===== src/sv/lzo_pkg.sv =====
// ----------------------------------------------------------------------------
// LZO1X decompressor package
// Shared types, codes and helpers of the stream decompressor.
// ----------------------------------------------------------------------------
package lzo_pkg;

	localparam int WINDOW_BYTES_DEF = 65536;
	localparam int QUEUE_DEPTH      = 4;

	typedef enum logic [2:0] {
		ST_OK         = 3'd0,
		ST_FORMAT     = 3'd1,
		ST_OVERRUN    = 3'd2,
		ST_LOOKBEHIND = 3'd3,
		ST_REFUSED    = 3'd4
	} status_t;

	typedef enum logic [13:0] {
		PH_FIRST       = 14'b00000000000001,
		PH_TOP         = 14'b00000000000010,
		PH_LEN_EXT     = 14'b00000000000100,
		PH_LIT         = 14'b00000000001000,
		PH_AFTER_LIT   = 14'b00000000010000,
		PH_AFTER_MATCH = 14'b00000000100000,
		PH_M1L_DIST    = 14'b00000001000000,
		PH_M1_DIST     = 14'b00000010000000,
		PH_M2_DIST     = 14'b00000100000000,
		PH_D0          = 14'b00001000000000,
		PH_D1          = 14'b00010000000000,
		PH_COPY        = 14'b00100000000000,
		PH_TRAIL       = 14'b01000000000000,
		PH_DONE        = 14'b10000000000000
	} phase_t;

	typedef struct packed {
		logic        put;
		logic        copy;
		logic [7:0]  data;
		logic        copy_pending;
		logic        finished;
		status_t     status;
		logic [23:0] consumed;
	} cmd_t;

	localparam int CMD_W = $bits(cmd_t);

	function automatic logic [23:0] sat24(input logic [24:0] s);
		return s[24] ? 24'hFFFFFF : s[23:0];
	endfunction

endpackage


===== src/sv/lzo_queue.sv =====
// ----------------------------------------------------------------------------
// LZO1X command queue
// Short register FIFO between the front end and the back end.
// ----------------------------------------------------------------------------
module lzo_queue #(
	parameter int WIDTH = 8,
	parameter int DEPTH = lzo_pkg::QUEUE_DEPTH,
	localparam int PW = $clog2(DEPTH)
) (
	input  logic             clk,
	input  logic             arst_n,
	input  logic             push,
	input  logic [WIDTH-1:0] din,
	output logic             full,
	input  logic             pop,
	output logic             nempty,
	output logic [WIDTH-1:0] dout
);

	logic [WIDTH-1:0] mem_q [DEPTH];
	logic [PW-1:0] wp_q, rp_q;
	logic [PW:0]   cnt_q;

	assign full   = (cnt_q == (PW+1)'(DEPTH));
	assign nempty = (cnt_q != '0);
	assign dout   = mem_q[rp_q];

	always_ff @(posedge clk) begin
		if (push) begin
			mem_q[wp_q] <= din;
		end
	end

	always_ff @(posedge clk or negedge arst_n) begin
		if (!arst_n) begin
			wp_q <= '0;
			rp_q <= '0;
			cnt_q <= '0;
		end else begin
			if (push) wp_q <= (wp_q == PW'(DEPTH - 1)) ? '0 : wp_q + 1'b1;
			if (pop) rp_q <= (rp_q == PW'(DEPTH - 1)) ? '0 : rp_q + 1'b1;
			cnt_q <= cnt_q + (PW+1)'(push) - (PW+1)'(pop);
		end
	end

endmodule


===== config.mk =====
export PLATFORM = sky130hd
export DESIGN_NAME = lzo_queue
export DESIGN_NICKNAME = d
export VERILOG_FILES = /design/src/sv/lzo_pkg.sv /design/src/sv/lzo_queue.sv
export SDC_FILE = /design/constraint.sdc
export NUM_CORES = 1
export LEC_CHECK = 0
export ABC_AREA = 1
export BUFFER_PORTS_ARGS = -buffer_cell sky130_fd_sc_hd__buf_2
export CORE_MARGIN = 4
export CORE_UTILIZATION = 35
export DETAILED_ROUTE_END_ITERATION = 16
export HOLD_SLACK_MARGIN = 0.02
export SLEW_MARGIN = 20
export SYNTH_ARGS = -nofsm -noshare
export SYNTH_HDL_FRONTEND = slang
export SYNTH_SLANG_ARGS = --single-unit

===== constraint.sdc =====
create_clock -name clk -period 2.27 [get_ports clk]
set_input_delay 0.3405 -clock clk [delete_from_list [all_inputs] [get_ports clk]]
set_output_delay 0.3405 -clock clk [all_outputs]
set_load 0.05 [all_outputs]

==> reports/metrics.cfg <==
[layout]
final_core_util=0.4325
antennaDiodeCount=0
drive_gt1_frac=0.1584
syn_to_final_growth_pct=17.34
layout.nets=221

[timing]
fmax_mhz=525.4
setup_tns_ns=0
slew-limit-headroom=0.7211
finalCritPeriodShare=0.8385
finalClockSkew_ns=0.002428
final_max_slew_viol_count=0
tightest_slew_ns=0.4183
period_minus_slack_ns=1.903
final_hold_viol_count=0
setup_viol=0
rsz0062_at_grt=false

[cts]
clkTransAtPathRegs_ns=0.07
cts_sinks=39
clkLatencyLatePin_ns=0.28
cts_tree=yes
max-clock-path-buffers=2
root_buffer=clkbuf_8
cts.htree.levels=2
numCtsBuffers=5

[yosys]
yosysMostFrequentCell=nand2_1
synth.top_cell.area_share=0.5412
netlist.top_cell.by_area=edfxtp_1
synthTopCellsByCount=nand2_1 (53), inv_1 (44), edfxtp_1 (32)
yosysSeqAreaShare=0.6399
syn_area_per_cell_um2=10.15
synth-edff-count=32
syn_inst=175
yosys_warnings=0
syn-num-nets=195
ys_types=16
synth.area.top_cells=edfxtp_1 (54%), nand2_1 (11%), dfrtp_1 (9.9%)
synth_ff_type=edfxtp_1
ys_ff_latch=39
netlist_area_um2=1775
synthArstFlopShare=0.1795

[grt]
grt_pass1_vias=1078
grt_first_pass_wirelength_mm=5.023
grt_max_degree=18
grt_usage=0.1084
antenna_found_initial=0
overflow=0

[pwr]
switching_share=0.4116
p_sw_uw=1160
internal-power_uw=1658
power_frac_seq=0.370
p_per_area_nw_per_um2=1352
p_total_uw=2818
clkPwrFrac=0.238
ir_worst_vdd_uv=582.7
total_leakage_power_uw=0.001026
combinationalPowerShare=0.392

[setup_path]
ff2ff_path_depth=9
critical_path_arrival_ns=1.56
r2r-start=cnt_q[0]
startpoint=rp_q[0]
crit_required_ns=1.93
endpoint_kind=output pin
r2r-end=cnt_q[2]
cp_max_fo=17
reg2reg_slack_ns=0.66
cp-start-kind=flip-flop
worstSetupPathType=reg -> out
crit_path_end=dout[0]

[routing]
drc=0
via_per_inst=4.115
vias=1107
final_antenna_net_count=0
first_iter_violations=44
wirelength_mm=2.957
first_pass_iters=4
wl_per_cell_um=10.99

[floorplanning]
io_pins=22
die_area_um2=6277
initial_core_util=0.3686
fp-row-count=25
die_w_um=79.23
die_h_um=79.23
core_area_um2=4817

[placement]
io_buffers=21
hpwl_mm=1.985
place.gp.congestion=0.6834

[min_path]
min_path_type=in -> reg

[outcome]
outcome=finished, final reports clean

[run]
cap_violations=0

==> critical path: stages, from the launching register on <==
cell and delay [ns]:
dfrtp_1 0.58, inv_4 0.17, nand2_1 0.09, nand3_1 0.07, nand2_1 0.11, buf_2 0.26
==> how the worst min path moves through the flow <==
stage	cells after the start	from	end	slack, ns
after global routing	1	din[5]	mem_q[2][5]	0.25
after floorplan	0	arst_n	cnt_q[0]	0.04
after detailed placement	1	arst_n	wp_q[1]	0.18
final	1	din[5]	mem_q[2][5]	0.26
after CTS	1	din[5]	mem_q[2][5]	0.26
after global placement	1	arst_n	wp_q[0]	0.19
==> sequential cells by signal (all words and copies together), names as in the netlist <==
| signal | flops |
|---|---|
| cnt_q | 3 |
| mem_q | 32 |
| rp_q | 2 |
| wp_q | 2 |
==> final cells by class <==
cell class | instances | area [µm²]
Clock buffer | 5 | 68.82
Clock inverter | 3 | 67.56
Fill cell | 475 | 2734
Inverter | 46 | 175.2
Multi-Input combinational cell | 86 | 429.2
Sequential cell | 39 | 1136
Tap cell | 67 | 83.83
Timing Repair Buffer | 23 | 122.6
==> cell families after synthesis <==
family / Yosys count / synth area share
buf+inv: 50 / 0.1184
simple gates: 74 / 0.1698
compound gates: 4 / 0.01127
flops: 39 / 0.6399
fa+ha+maj: 8 / 0.06060
==> cells in the final DEF, fill, tap and decap left out <==
cell type / count
clkbuf_8: 5
ha_1: 7
nor3_1: 1
inv_1: 44
inv_2: 1
clkinvlp_4: 1
nand3_1: 18
fa_1: 1
buf_2: 21
nand2_1: 53
edfxtp_1: 32
buf_4: 1
dfrtp_1: 7
dlygate4sd3_1: 1
o21ai_1: 1
inv_4: 1
bufinv_16: 2
nor2_1: 2
o21ai_0: 3
==> routing by layer <==
layer / track usage / up-vias / part of all wire
li1: - / 588 / -
met1: 0.1350 / 497 / 0.45
met2: 0.1768 / 18 / 0.50
met3: 0.02948 / 4 / 0.038
met4: 0.04639 / 0 / 0.017
met5: 0 / - / 0
==> power groups by stage <==
stage,registers (µW),clock network [µW],logic (µW)
finish,1040,671,1100
global route,1070,725,1240
CTS,1050,684,1130
detailed placement,1060,0,1130
global placement,1060,0,1110
floorplan,999,0,934
==> what timing repair did <==
| item | 4_1_cts | 5_1_grt |
|---|---|---|
| resized for setup | 0 | 0 |
| buffers inserted | 0 | 0 |
| hold buffers | 1 | 0 |
| endpoints found under the hold margin | 7 | 0 |
==> per-stage QoR <==
| step | setup WS [ns] | hold slack [ns] | cell area [µm²] | cells |
|---|---|---|---|---|
| 2_1_floorplan | 0.4594 | 0.04491 | 1775 | 175 |
| 3_3_place_gp | 0.5892 | 0.1869 | 1937 | 260 |
| 3_5_place_dp | 0.5595 | 0.1845 | 1937 | 260 |
| 4_1_cts | 0.3542 | 0.2557 | 2083 | 269 |
| 5_1_grt | 0.2207 | 0.2545 | 2083 | 269 |
| 6_report | 0.3666 | 0.2642 | 2083 | 269 |
(Power assumes the default switching activity.)
